$ cat src/rtl/rmg_pkg.sv
// ----------------------------------------------------------------------------
// rmg_pkg
// Shared types, register codes and the control store of the revolution mesh
// generator.
// ----------------------------------------------------------------------------
package rmg_pkg;

    localparam int IDX_W   = 10;
    localparam int COORD_W = 16;
    localparam int STEP_W  = 4;

    typedef logic [IDX_W-1:0]          idx_t;
    typedef logic signed [COORD_W-1:0] coord_t;
    typedef logic [STEP_W-1:0]         step_t;

    typedef enum logic [2:0] {
        CFG_SIDE_COUNT = 3'd0,
        CFG_COS_STEP   = 3'd1,
        CFG_SIN_STEP   = 3'd2,
        CFG_TOP_CAP    = 3'd3,
        CFG_BOTTOM_CAP = 3'd4
    } cfg_index_t;

    localparam logic [3:0] SIDE_RESET = 4'd12;
    localparam coord_t     COS_RESET  = 16'sd14189;
    localparam coord_t     SIN_RESET  = 16'sd8192;
    localparam logic [3:0] SIDE_MIN   = 4'd3;

    typedef struct packed {
        coord_t prof_x;
        coord_t prof_y;
        coord_t prof_z;
        logic   final_point;
    } prof_beat_t;

    typedef struct packed {
        logic   item_kind;
        coord_t vert_x;
        coord_t vert_y;
        coord_t vert_z;
        idx_t   vertex_number;
        idx_t   corner_a;
        idx_t   corner_b;
        idx_t   corner_c;
        logic   run_end;
    } mesh_beat_t;

    localparam logic KIND_VERTEX   = 1'b0;
    localparam logic KIND_TRIANGLE = 1'b1;

    typedef enum logic [2:0] {
        EM_NONE,
        EM_RING_V,
        EM_RING_T1,
        EM_RING_T2,
        EM_BOT_V,
        EM_BOT_T,
        EM_TOP_V,
        EM_TOP_T
    } emit_t;

    typedef enum logic [1:0] {
        ROT_NONE,
        ROT_MULX,
        ROT_MULZ,
        ROT_UPD
    } rot_op_t;

    typedef enum logic [1:0] {
        CNT_HOLD,
        CNT_CLR,
        CNT_INC
    } cnt_op_t;

    typedef enum logic [2:0] {
        JC_NEVER,
        JC_ALWAYS,
        JC_NOKEEP,
        JC_NOTRI,
        JC_NOBOT,
        JC_NOTOP,
        JC_MORE
    } jcond_t;

    typedef enum logic [2:0] {
        ES_NONE,
        ES_RING_V,
        ES_RING_T,
        ES_BOT,
        ES_TOP
    } end_sel_t;

    typedef struct packed {
        emit_t    emit;
        rot_op_t  rot;
        cnt_op_t  cnt;
        jcond_t   jc;
        end_sel_t es;
        step_t    target;
    } ucw_t;

    localparam step_t S_IDLE   = 4'd0;
    localparam step_t S_KEEP   = 4'd1;
    localparam step_t S_RVTX   = 4'd2;
    localparam step_t S_RMULZ  = 4'd3;
    localparam step_t S_RUPD   = 4'd4;
    localparam step_t S_TCHK   = 4'd5;
    localparam step_t S_TRI1   = 4'd6;
    localparam step_t S_TRI2   = 4'd7;
    localparam step_t S_BCHK   = 4'd8;
    localparam step_t S_BVTX   = 4'd9;
    localparam step_t S_BTRI   = 4'd10;
    localparam step_t S_TOPCHK = 4'd11;
    localparam step_t S_TVTX   = 4'd12;
    localparam step_t S_TTRI   = 4'd13;
    localparam step_t S_DONE   = 4'd14;

    function automatic ucw_t ucode(input step_t s);
        ucw_t w;
        w.emit   = EM_NONE;
        w.rot    = ROT_NONE;
        w.cnt    = CNT_HOLD;
        w.jc     = JC_NEVER;
        w.es     = ES_NONE;
        w.target = S_IDLE;
        case (s)
            S_IDLE:   ;
            S_KEEP:   begin w.cnt = CNT_CLR; w.jc = JC_NOKEEP; w.target = S_BCHK; end
            S_RVTX:   begin w.emit = EM_RING_V; w.rot = ROT_MULX; w.es = ES_RING_V; end
            S_RMULZ:  w.rot = ROT_MULZ;
            S_RUPD:
            begin
                w.rot = ROT_UPD; w.cnt = CNT_INC; w.jc = JC_MORE; w.target = S_RVTX;
            end
            S_TCHK:   begin w.cnt = CNT_CLR; w.jc = JC_NOTRI; w.target = S_BCHK; end
            S_TRI1:   w.emit = EM_RING_T1;
            S_TRI2:
            begin
                w.emit = EM_RING_T2; w.es = ES_RING_T; w.cnt = CNT_INC;
                w.jc = JC_MORE; w.target = S_TRI1;
            end
            S_BCHK:   begin w.cnt = CNT_CLR; w.jc = JC_NOBOT; w.target = S_TOPCHK; end
            S_BVTX:   w.emit = EM_BOT_V;
            S_BTRI:
            begin
                w.emit = EM_BOT_T; w.es = ES_BOT; w.cnt = CNT_INC;
                w.jc = JC_MORE; w.target = S_BTRI;
            end
            S_TOPCHK: begin w.cnt = CNT_CLR; w.jc = JC_NOTOP; w.target = S_DONE; end
            S_TVTX:   w.emit = EM_TOP_V;
            S_TTRI:
            begin
                w.emit = EM_TOP_T; w.es = ES_TOP; w.cnt = CNT_INC;
                w.jc = JC_MORE; w.target = S_TTRI;
            end
            S_DONE:   begin w.jc = JC_ALWAYS; w.target = S_IDLE; end
            default:  begin w.jc = JC_ALWAYS; w.target = S_IDLE; end
        endcase
        return w;
    endfunction

endpackage

$ cat src/rtl/rmg_rotator.sv
// ----------------------------------------------------------------------------
// rmg_rotator
// Y-axis rotation of one vertex by the Q2.14 step, two multipliers over two
// steps, round half up and saturate.
// ----------------------------------------------------------------------------
module rmg_rotator (
    input  logic             clk,
    input  rmg_pkg::rot_op_t op,
    input  rmg_pkg::coord_t  cos_c,
    input  rmg_pkg::coord_t  sin_s,
    input  rmg_pkg::coord_t  vx,
    input  rmg_pkg::coord_t  vz,
    output rmg_pkg::coord_t  nx,
    output rmg_pkg::coord_t  nz
);

    logic signed [31:0] pa_reg;
    logic signed [31:0] pb_reg;
    rmg_pkg::coord_t    nx_reg;

    function automatic rmg_pkg::coord_t rnd_sat(input logic signed [32:0] acc);
        logic signed [33:0] r;
        logic signed [19:0] q;
        rmg_pkg::coord_t    res;
        r = 34'(acc) + 34'sd8192;
        q = 20'(r >>> 14);
        if (q > 20'sd32767)
            res = 16'sh7FFF;
        else if (q < -20'sd32768)
            res = 16'sh8000;
        else
            res = 16'(q);
        return res;
    endfunction

    always_ff @(posedge clk)
    begin
        case (op)
            rmg_pkg::ROT_MULX:
            begin
                pa_reg <= cos_c * vx;
                pb_reg <= sin_s * vz;
            end
            rmg_pkg::ROT_MULZ:
            begin
                pa_reg <= cos_c * vz;
                pb_reg <= sin_s * vx;
                nx_reg <= rnd_sat(33'(pa_reg) + 33'(pb_reg));
            end
            default: ;
        endcase
    end

    assign nx = nx_reg;
    assign nz = rnd_sat(33'(pa_reg) - 33'(pb_reg));

endmodule

$ cat src/rtl/revolution_mesh_generator_unit.sv
// ----------------------------------------------------------------------------
// revolution_mesh_generator_unit
// Surface-of-revolution tessellator: rings of rotated vertices, joining
// triangles and cap fans, run by a microcoded step sequencer.
// ----------------------------------------------------------------------------
// Throughput: one point at a time; the keep step follows each accepted beat,
// then its ring takes three steps per vertex in the shared rotator, joining
// triangles two steps per side, and each cap on the final point a vertex
// step and one step per side, besides check and done steps. Results leave
// through one output register, one beat a cycle while mesh_ready allows.
// Reset: control registers take set values at once, no clearing pass; data ones do not.
// ----------------------------------------------------------------------------
module revolution_mesh_generator_unit #(
    parameter int MAX_SIDES = 12,
    parameter int MAX_RINGS = 64
) (
    input  logic                clk,
    input  logic                rst_n,
    input  logic                cfg_we,
    input  logic [2:0]          cfg_index,
    input  logic [15:0]         cfg_data,
    input  logic                prof_valid,
    output logic                prof_ready,
    input  rmg_pkg::prof_beat_t prof,
    output logic                mesh_valid,
    input  logic                mesh_ready,
    output rmg_pkg::mesh_beat_t mesh
);

    localparam int SW = $clog2(MAX_SIDES + 1);
    localparam int RW = $clog2(MAX_RINGS + 1);
    localparam int IW = rmg_pkg::IDX_W;

    // configuration
    logic [3:0]      side_count_reg;
    rmg_pkg::coord_t cos_step_reg;
    rmg_pkg::coord_t sin_step_reg;
    logic            top_cap_reg;
    logic            bottom_cap_reg;

    // profile state
    logic [RW-1:0]   ring_total_reg;
    logic            seen_first_reg;
    rmg_pkg::coord_t top_height_reg;
    rmg_pkg::coord_t first_height_reg;
    logic            reversed_reg;

    // current point
    rmg_pkg::coord_t vx_reg;
    rmg_pkg::coord_t vz_reg;
    rmg_pkg::coord_t y_reg;
    logic [IW-1:0]   base_reg;
    logic [SW-1:0]   side_reg;
    logic            fin_reg;
    logic            keep_reg;
    logic            tris_reg;
    logic            bot_en_reg;
    logic            top_en_reg;
    logic            caps_any_reg;

    // sequencer
    rmg_pkg::step_t  pc_reg;
    rmg_pkg::step_t  pc_next;
    logic [SW-1:0]   p_reg;
    logic [SW-1:0]   p_next;
    rmg_pkg::ucw_t   cw;
    logic            adv;
    logic            taken;
    logic            slot_free;
    logic            load;
    logic            prof_fire;

    logic                mesh_valid_reg;
    logic                mesh_valid_next;
    rmg_pkg::mesh_beat_t mesh_reg;
    rmg_pkg::mesh_beat_t beat;

    rmg_pkg::rot_op_t rot_op;
    rmg_pkg::coord_t  nx;
    rmg_pkg::coord_t  nz;

    // accept-time values
    logic [3:0]         side_clamp;
    logic [SW-1:0]      side_acc;
    logic               is_first;
    logic               keep_acc;
    logic               rings_after;
    logic [RW+SW-1:0]   base_prod;

    // index arithmetic
    logic [IW-1:0] sd;
    logic [IW-1:0] pi;
    logic [IW-1:0] ii;
    logic [IW-1:0] cb;
    logic [IW-1:0] st;
    logic [IW-1:0] tc;
    logic [IW-1:0] p1;
    logic [IW-1:0] pm;
    logic [IW-1:0] swap_t;
    logic          p_last;
    logic          p_zero;

    assign prof_ready = (pc_reg == rmg_pkg::S_IDLE);
    assign prof_fire  = prof_valid && prof_ready;
    assign mesh_valid = mesh_valid_reg;
    assign mesh       = mesh_reg;

    always_comb
    begin
        side_clamp = side_count_reg;
        if (side_count_reg < rmg_pkg::SIDE_MIN)
            side_clamp = rmg_pkg::SIDE_MIN;
        else if (side_count_reg > 4'(MAX_SIDES))
            side_clamp = 4'(MAX_SIDES);
        side_acc    = SW'(side_clamp);
        is_first    = !seen_first_reg;
        keep_acc    = !((prof.prof_x == 16'sd0) && (is_first || prof.final_point))
                      && (ring_total_reg < RW'(MAX_RINGS));
        rings_after = (ring_total_reg != '0) || keep_acc;
        base_prod   = ring_total_reg * side_acc;
    end

    always_ff @(posedge clk or negedge rst_n)
    begin
        if (!rst_n)
        begin
            side_count_reg <= rmg_pkg::SIDE_RESET;
            cos_step_reg   <= rmg_pkg::COS_RESET;
            sin_step_reg   <= rmg_pkg::SIN_RESET;
            top_cap_reg    <= 1'b1;
            bottom_cap_reg <= 1'b1;
        end
        else if (cfg_we)
        begin
            case (cfg_index)
                rmg_pkg::CFG_SIDE_COUNT: side_count_reg <= cfg_data[3:0];
                rmg_pkg::CFG_COS_STEP:   cos_step_reg   <= cfg_data;
                rmg_pkg::CFG_SIN_STEP:   sin_step_reg   <= cfg_data;
                rmg_pkg::CFG_TOP_CAP:    top_cap_reg    <= cfg_data[0];
                rmg_pkg::CFG_BOTTOM_CAP: bottom_cap_reg <= cfg_data[0];
                default: ;
            endcase
        end
    end

    always_ff @(posedge clk or negedge rst_n)
    begin
        if (!rst_n)
        begin
            ring_total_reg   <= '0;
            seen_first_reg   <= 1'b0;
            top_height_reg   <= '0;
            first_height_reg <= '0;
            reversed_reg     <= 1'b0;
            side_reg         <= SW'(rmg_pkg::SIDE_MIN);
            fin_reg          <= 1'b0;
            keep_reg         <= 1'b0;
            tris_reg         <= 1'b0;
            bot_en_reg       <= 1'b0;
            top_en_reg       <= 1'b0;
            caps_any_reg     <= 1'b0;
        end
        else if (prof_fire)
        begin
            if (is_first)
            begin
                top_height_reg <= prof.prof_y;
                seen_first_reg <= 1'b1;
            end
            if (keep_acc)
            begin
                ring_total_reg <= ring_total_reg + RW'(1);
                if (ring_total_reg == RW'(0))
                    first_height_reg <= prof.prof_y;
                if (ring_total_reg == RW'(1))
                    reversed_reg <= !(first_height_reg > prof.prof_y);
            end
            side_reg     <= side_acc;
            fin_reg      <= prof.final_point;
            keep_reg     <= keep_acc;
            tris_reg     <= keep_acc && (ring_total_reg != '0);
            bot_en_reg   <= prof.final_point && rings_after && bottom_cap_reg;
            top_en_reg   <= prof.final_point && rings_after && top_cap_reg;
            caps_any_reg <= prof.final_point && rings_after
                            && (bottom_cap_reg || top_cap_reg);
        end
        else if ((pc_reg == rmg_pkg::S_DONE) && fin_reg)
        begin
            ring_total_reg   <= '0;
            seen_first_reg   <= 1'b0;
            top_height_reg   <= '0;
            first_height_reg <= '0;
            reversed_reg     <= 1'b0;
        end
    end

    always_ff @(posedge clk)
    begin
        if (prof_fire)
        begin
            vx_reg   <= prof.prof_x;
            vz_reg   <= prof.prof_z;
            y_reg    <= prof.prof_y;
            base_reg <= IW'(base_prod);
        end
        else if (adv && (cw.rot == rmg_pkg::ROT_UPD))
        begin
            vx_reg <= nx;
            vz_reg <= nz;
        end
    end

    // sequencer
    assign cw        = rmg_pkg::ucode(pc_reg);
    assign slot_free = !mesh_valid_reg || mesh_ready;
    assign p_last    = (p_reg == side_reg - SW'(1));
    assign p_zero    = (p_reg == '0);

    always_comb
    begin
        if (pc_reg == rmg_pkg::S_IDLE)
            adv = prof_fire;
        else
            adv = (cw.emit == rmg_pkg::EM_NONE) || slot_free;
        load = adv && (cw.emit != rmg_pkg::EM_NONE);
        case (cw.jc)
            rmg_pkg::JC_ALWAYS: taken = 1'b1;
            rmg_pkg::JC_NOKEEP: taken = !keep_reg;
            rmg_pkg::JC_NOTRI:  taken = !tris_reg;
            rmg_pkg::JC_NOBOT:  taken = !bot_en_reg;
            rmg_pkg::JC_NOTOP:  taken = !top_en_reg;
            rmg_pkg::JC_MORE:   taken = !p_last;
            default:            taken = 1'b0;
        endcase
    end

    always_comb
    begin
        pc_next = pc_reg;
        p_next  = p_reg;
        if (adv)
        begin
            pc_next = taken ? cw.target : pc_reg + rmg_pkg::step_t'(1);
            case (cw.cnt)
                rmg_pkg::CNT_CLR: p_next = '0;
                rmg_pkg::CNT_INC: p_next = p_reg + SW'(1);
                default:          p_next = p_reg;
            endcase
        end
    end

    always_ff @(posedge clk or negedge rst_n)
    begin
        if (!rst_n)
        begin
            pc_reg <= rmg_pkg::S_IDLE;
            p_reg  <= '0;
        end
        else
        begin
            pc_reg <= pc_next;
            p_reg  <= p_next;
        end
    end

    assign rot_op = adv ? cw.rot : rmg_pkg::ROT_NONE;

    rmg_rotator u_rot (
        .clk   (clk),
        .op    (rot_op),
        .cos_c (cos_step_reg),
        .sin_s (sin_step_reg),
        .vx    (vx_reg),
        .vz    (vz_reg),
        .nx    (nx),
        .nz    (nz)
    );

    // result assembly
    always_comb
    begin
        sd = IW'(side_reg);
        pi = IW'(p_reg);
        ii = base_reg + pi;
        cb = keep_reg ? base_reg + sd : base_reg;
        st = cb - sd;
        tc = cb + IW'(bot_en_reg);
        p1 = p_last ? '0 : pi + IW'(1);
        pm = p_zero ? sd - IW'(1) : pi - IW'(1);

        beat = '0;
        case (cw.emit)
            rmg_pkg::EM_RING_V:
            begin
                beat.vert_x        = vx_reg;
                beat.vert_y        = y_reg;
                beat.vert_z        = vz_reg;
                beat.vertex_number = ii;
            end
            rmg_pkg::EM_RING_T1:
            begin
                beat.item_kind = rmg_pkg::KIND_TRIANGLE;
                beat.corner_a  = ii - sd;
                beat.corner_b  = p_zero ? ii - IW'(1) : ii - sd - IW'(1);
                beat.corner_c  = ii;
            end
            rmg_pkg::EM_RING_T2:
            begin
                beat.item_kind = rmg_pkg::KIND_TRIANGLE;
                beat.corner_a  = p_zero ? ii - IW'(1) : ii - sd - IW'(1);
                beat.corner_b  = p_zero ? ii + sd - IW'(1) : ii - IW'(1);
                beat.corner_c  = ii;
            end
            rmg_pkg::EM_BOT_V:
            begin
                beat.vert_y        = y_reg;
                beat.vertex_number = cb;
            end
            rmg_pkg::EM_BOT_T:
            begin
                beat.item_kind = rmg_pkg::KIND_TRIANGLE;
                beat.corner_a  = cb;
                beat.corner_b  = st + p1;
                beat.corner_c  = st + pi;
            end
            rmg_pkg::EM_TOP_V:
            begin
                beat.vert_y        = top_height_reg;
                beat.vertex_number = tc;
            end
            rmg_pkg::EM_TOP_T:
            begin
                beat.item_kind = rmg_pkg::KIND_TRIANGLE;
                beat.corner_a  = pi;
                beat.corner_b  = tc;
                beat.corner_c  = pm;
            end
            default: ;
        endcase

        swap_t = beat.corner_b;
        if ((beat.item_kind == rmg_pkg::KIND_TRIANGLE) && reversed_reg)
        begin
            beat.corner_b = beat.corner_c;
            beat.corner_c = swap_t;
        end

        case (cw.es)
            rmg_pkg::ES_RING_V: beat.run_end = p_last && !tris_reg && !caps_any_reg;
            rmg_pkg::ES_RING_T: beat.run_end = p_last && !caps_any_reg;
            rmg_pkg::ES_BOT:    beat.run_end = p_last && !top_en_reg;
            rmg_pkg::ES_TOP:    beat.run_end = p_last;
            default:            beat.run_end = 1'b0;
        endcase
    end

    always_comb
    begin
        if (load)
            mesh_valid_next = 1'b1;
        else if (mesh_ready)
            mesh_valid_next = 1'b0;
        else
            mesh_valid_next = mesh_valid_reg;
    end

    always_ff @(posedge clk or negedge rst_n)
    begin
        if (!rst_n)
            mesh_valid_reg <= 1'b0;
        else
            mesh_valid_reg <= mesh_valid_next;
    end

    always_ff @(posedge clk)
    begin
        if (load)
            mesh_reg <= beat;
    end

    // checks
    a_busy_after_accept: assert property (@(posedge clk) disable iff (!rst_n)
        prof_fire |=> !prof_ready)
        else $error("input taken while a point is in progress");

    // the counter still holds the last point's value until the keep step clears it
    a_counter_range: assert property (@(posedge clk) disable iff (!rst_n)
        ((pc_reg != rmg_pkg::S_IDLE) && (pc_reg != rmg_pkg::S_KEEP)) |->
        (p_reg <= side_reg))
        else $error("step counter beyond side count");

    a_ring_limit: assert property (@(posedge clk) disable iff (!rst_n)
        ring_total_reg <= RW'(MAX_RINGS))
        else $error("ring count beyond limit");

    a_tri_corners: assert property (@(posedge clk) disable iff (!rst_n)
        (mesh_valid_reg && (mesh_reg.item_kind == rmg_pkg::KIND_TRIANGLE)) |->
        ((mesh_reg.corner_a != mesh_reg.corner_b) && (mesh_reg.corner_a != mesh_reg.corner_c)
         && (mesh_reg.corner_b != mesh_reg.corner_c)))
        else $error("degenerate triangle beat");

endmodule
$ cat config.mk
export PLATFORM = sky130hd
export DESIGN_NAME = revolution_mesh_generator_unit
export DESIGN_NICKNAME = d
export VERILOG_FILES = /design/src/rtl/rmg_pkg.sv /design/src/rtl/rmg_rotator.sv /design/src/rtl/revolution_mesh_generator_unit.sv
export SDC_FILE = /design/constraint.sdc
export NUM_CORES = 2
export LEC_CHECK = 0
export BUFFER_PORTS_ARGS = -buffer_cell sky130_fd_sc_hd__buf_4
export CAP_MARGIN = 10
export CORE_ASPECT_RATIO = 2
export CORE_MARGIN = 3
export CORE_UTILIZATION = 60
export CTS_CLUSTER_DIAMETER = 200
export DETAILED_ROUTE_END_ITERATION = 8
export HOLD_SLACK_MARGIN = 0.05
export PLACE_DENSITY = 0.86
export SLEW_MARGIN = 20
export SYNTH_ARGS = -nofsm -noshare
export SYNTH_HDL_FRONTEND = slang
export SYNTH_SLANG_ARGS = --single-unit
$ cat constraint.sdc
create_clock -name clk -period 7.09 [get_ports clk]
set_input_delay 1.0635 -clock clk [delete_from_list [all_inputs] [get_ports clk]]
set_output_delay 1.0635 -clock clk [all_outputs]
set_load 0.03 [all_outputs]
* Yosys cells after proc, flatten, opt, wreduce, memory -nomap -nowiden
Cells that the tools add are included.
Cells by class: add/subtract/negate cells 22, multiply operators 5, magnitude comparators 8, equal/unequal tests 46, mux-type cells 49, reduce and logical (&&, ||, !) cells 60
Operators with widths (number):
- $mux 16 | 13
- $mul 16x16->32 | 4
- $pmux 32 s2 | 2
- $pmux 30 s4 | 1
- $add 33x15->34 const B | 2
- $add 10x4->10 | 4
- $gt 20x16->1 const B | 2
- $lt 20x16->1 const B | 2
- $mux 10 | 4
- $add 32x32->33 | 1
- $sub 32x32->33 | 1
- $pmux 16 s2 | 1
- $pmux 10 s3 | 1
- $sub 10x1->10 const B | 3
- $eq 4x4->1 const B | 7
- $pmux 4 s7 | 1
- $eq 3x3->1 const B | 9
- $eq 3x2->1 const B | 8
- $mux 7 | 3
- $pmux 3 s7 | 1
- $mux 20 | 1
- $sub 10x4->10 | 2
- $pmux 3 s6 | 1
- $eq 4x3->1 const B | 4
- 46 further kinds | 112
Storage, ports and cells: register bits after elaboration 326, input port bits 73

* Logic depth before layout (Yosys ltp)
depth after elaboration 8, mapped depth 25, gate-level depth less buffers 24

* By module
Synthesis repeated with hierarchy kept, for this count alone.
Second synthesis, totals: cell total of the unflattened synthesis 6438, area, all modules 60480.5 um2
Modules (own cells, without submodules):
- rmg_rotator | times used 1, cells each 4974, area an instance 45618.8 um2, sequential area each 2402.3 um2
- revolution_mesh_generator_unit | times used 1, cells each 1464, area an instance 14861.8 um2, sequential area each 6917.9 um2

* Worst setup path before layout
No wires, ideal clock.
path type register -> register, start register vz_reg[1], end register u_rot.pb_reg[31], data pin, library setup time 0.270 ns, arrival time 6.316 ns, slack 0.504 ns, cell stages (with the launch flop) 24, buffers on the path 1, path through edfxtp_1 clkbuf_1 nand2_1 inv_1 fa_1 fa_1 fa_1 fa_1 fa_1 inv_1 fa_1 inv_1 ha_1 a21o_1 a21o_1 a21o_1 a21oi_1 nor2b_1 a311oi_1 o22ai_1 o41a_1 a31oi_1 xnor2_1 a21oi_1
On the way: longest elaborated chain between the ends 2
RTL lines:
- from (decl) | line revolution_mesh_generator_unit.sv:50 | rmg_pkg::coord_t vz_reg;
- from (signal assigned) | line revolution_mesh_generator_unit.sv:202 | vz_reg <= prof.prof_z;
- from (signal assigned) | line revolution_mesh_generator_unit.sv:209 | vz_reg <= nz;
- $mul 16x16->32 | line rmg_rotator.sv:42 | pb_reg <= sin_s * vz;
- $pmux 32 s2 | line rmg_rotator.sv:38 | case (op)
- to (signal assigned) | line rmg_rotator.sv:42
- to (signal assigned) | line rmg_rotator.sv:47 | pb_reg <= sin_s * vx;
- to (decl) | line rmg_rotator.sv:18 | logic signed [31:0] pb_reg;
No other way between the ends. A chain may end at the register's enable or synchronous reset.

* Final worst setup path
start register cos_step_reg[5], end register u_rot.pa_reg[30], data pin
On the way: longest elaborated chain between the ends 2, elaborated cells on any way between the ends 3, those cells by class mul: 2; mux: 1
RTL lines:
- from (decl) | line revolution_mesh_generator_unit.sv:36 | rmg_pkg::coord_t cos_step_reg;
- from (signal assigned) | line revolution_mesh_generator_unit.sv:128 | cos_step_reg <= rmg_pkg::COS_RESET;
- from (signal assigned) | line revolution_mesh_generator_unit.sv:137 | rmg_pkg::CFG_COS_STEP: cos_step_reg <= cfg_data;
- $mul 16x16->32 (on tied branches) | line rmg_rotator.sv:46, rmg_rotator.sv:41
- $pmux 32 s2 * | line rmg_rotator.sv:38
- to (signal assigned) | line rmg_rotator.sv:41 | pa_reg <= cos_c * vx;
- to (signal assigned) | line rmg_rotator.sv:46 | pa_reg <= cos_c * vz;
- to (decl) | line rmg_rotator.sv:17 | logic signed [31:0] pa_reg;
Every way passes the cells marked *; elsewhere a longest branch is shown, timed or not.

==> metrics <==
post-placement cell area=64,700 um^2; Crit Path Category=flip-flop to flip-flop; worst slew pin tran=1.20 ns; Die X=230 um; Inserted Clock Buffers=34; final setup vio count=0; top sig layer=met5; CTS Hold Bufs=0; CTS tree=done; Hold WC Path Type=flip-flop to flip-flop; slowest library cell on the worst path=dfstp_2; wire per inst=25.3 um; DR pass1 iterations=8; Worst EP required=7.42 ns; initial antenna violation count=14; die height=454 um; arrival time worst endpoint=7.25 ns; Starting Density=60.8%; Crit Path Max Fanout=7; via density per instance=6.00; final slew viol count=0; routability congestion estimate=1.00; most common cell after layout, fill and taps aside=inv_1; WHS=0.492 ns; status=finished clean; Residual DRC=0; CP max stage delay=0.70 ns; Yosys cell types=100; Iter 0 DRT Violations=3,610; CP delay by family, top=adder cells; hpwl dp=166 mm; Metal-1 WL=56.0 mm; largest net degree at the start of global routing=69; Worst Setup Start Kind=flip-flop; clock latency on the worst-skew pair=0.63 ns; core footprint=99,100 um^2; clock buffer depth=3; wire length on met3=13.6 mm; Net count, final=8,263; Clock Pin Slew Worst Setup and Hold Paths=0.07 ns; unrepaired setup endpoints after global routing=yes; Main synth FF type=edfxtp_1; most frequent CP cell=fa_1; final setup skew=0.0620 ns; Max Clock Freq=145 MHz; Post-Synthesis Cell Area=60,200 um^2; asr flop ratio synth=30.1%; final instance area=66,200 um^2; gr ovfl total=0; largest cells by area after synthesis=fa_1 (35%), edfxtp_1 (11%), ha_1 (11%); ratio of cells with drive above 1 in the final layout=10.4%; EDFF count, synth=228; IO Count=165; WL final=201 mm; P&R area growth vs syn=10.0%; fin crit share=97.5%; Routed Antenna Nets=0; Avg Inst Size Synth=9.47 um^2; crit path time final=6.91 ns; Yosys top cell area share=35.4%; CP Buf/Inv Count=5; Die Area=104,000 um^2; Max-slew headroom=19.7%; htree depth=2; Cells after Synth=6,360; Seq cells post-synth=326; post-synthesis sequential area ratio=15.5%; IO Port Bufs=164; All-Layer GR Usage=39.5%; largest area contributor in the netlist=fa_1; root buf cell=clkbuf_16; max reg flops=90; post-layout util=66.8%; YS warnings=0; Max-Cap Viols=0; met2 routed WL=101 mm; Crit. End Element=flip-flop; first-pass GRT wire length=303 mm; final hold viol count=0; number of global-route vias before repair=52,300; clock sinks=326; highest-count cells in the layout ignoring fill and taps=inv_1 (1,296), fa_1 (1,064), nand2_1 (731); crit path cell chain=buf_4, nand2_1, fa_1, inv_1, fa_1, fa_1, fa_1, fa_1, inv_1, fa_1, inv_1, ha_1, a21o_1, a21o_1, a211o_1, nor3_2, o31a_1, nor3_2, o31ai_2, buf_4, nand2b_1, nand3_1, o221a_2; FP Rows=163; DR vias=47,600; Syn Nets=8,038
[cell families (layout without fill, tap and decap cells)]
| family | count (synthesis) | count (layout) | synth area share [%] |
|---|---|---|---|
| adder cells (fa/ha/maj) | 1606 | 1606 | 46.6 |
| flip-flops | 326 | 326 | 15.5 |
| other | 0 | 13 | 0 |
| AND/OR/NAND/NOR | 1753 | 1753 | 14.3 |
| multiplexers | 74 | 74 | 1.33 |
| XOR/XNOR | 269 | 269 | 4.01 |
| buffers and inverters | 1580 | 1831 | 9.90 |
| AO/OA/AOI/OAI | 752 | 752 | 8.34 |
[synthesized netlist by cell type, types with 44 or more instances]
library cell,instances
nand2_1,731
nand2b_1,46
nor2_1,190
nand3_1,53
inv_1,1297
dfrtp_1,81
nor3_1,44
ha_1,540
and3_1,49
edfxtp_1,228
fa_1,1065
and2_1,505
xnor2_1,170
o21ai_0,171
xor2_1,92
mux2_2,49
clkbuf_1,261
a21o_1,92
a21oi_1,201
[metrics by stage]
| step | std cells | setup TNS (ns) | worst slack [ns] |
|---|---|---|---|
| final | 7944 | 0 | 0.175 |
| after global routing | 7933 | -0.144 | -0.0559 |
| after CTS | 7918 | 0 | 0.0289 |
| after detailed placement | 7855 | -0.282 | -0.150 |
| after global placement | 7855 | -0.262 | -0.137 |
| after floorplan | 6360 | 0 | 0.504 |
[layout make-up]
type / instances / area (um^2)
inverter: 1303 / 4890
timing repair buffer: 466 / 4030
sequential: 326 / 9340
antenna: 13 / 32.5
tap: 1320 / 1650
clock inverter: 23 / 289
fill: 7754 / 32900
multi-input combinational: 4454 / 45100
clock buffer: 39 / 900
[repair_timing]
action | 4_1_cts | 5_1_grt
pin swaps | 0 | 2
buffers inserted | 1 | 13
gates resized for setup | 1 | 49
setup endpoints to repair | 2 | 19
[worst reg2reg max path, delay by kind of cell (launching register included)]
family                   cells  cell delay [ns]
adder cells (fa/ha/maj)      7             3.28
AO/OA/AOI/OAI                6             1.46
flip-flops                   1             0.70
buffers and inverters        5             0.61
AND/OR/NAND/NOR              5             0.59
[worst paths after layout]
kind / end / start / slack (ns) / cells after the start
max: u_rot.pa_reg[30]$_DFFE_PP_ / cos_step_reg[5]$_DFFE_PN1P_ / 0.18 / 23
max reg2reg: u_rot.pa_reg[30]$_DFFE_PP_ / cos_step_reg[5]$_DFFE_PN1P_ / 0.18 / 23
min reg2reg: top_height_reg[13]$_DFFE_PN0P_ / top_height_reg[13]$_DFFE_PN0P_ / 0.49 / 2
min: top_height_reg[13]$_DFFE_PN0P_ / top_height_reg[13]$_DFFE_PN0P_ / 0.49 / 2
max in group asynchronous: cos_step_reg[14]$_DFFE_PN0P_ / rst_n / 5.04 / 2
min in group asynchronous: top_height_reg[9]$_DFFE_PN0P_ / rst_n / 0.55 / 1
[layer usage]
layer,GRT usage (%),vias to the layer above
li1,-,20300
met1,35.7,23700
met2,69.0,2515
met3,7.14,1207
met4,45.2,4
met5,0,-
Power is left out: the tool's default activity adds up to more than one toggle a clock period on the data nets, which glitch-free logic cannot reach.
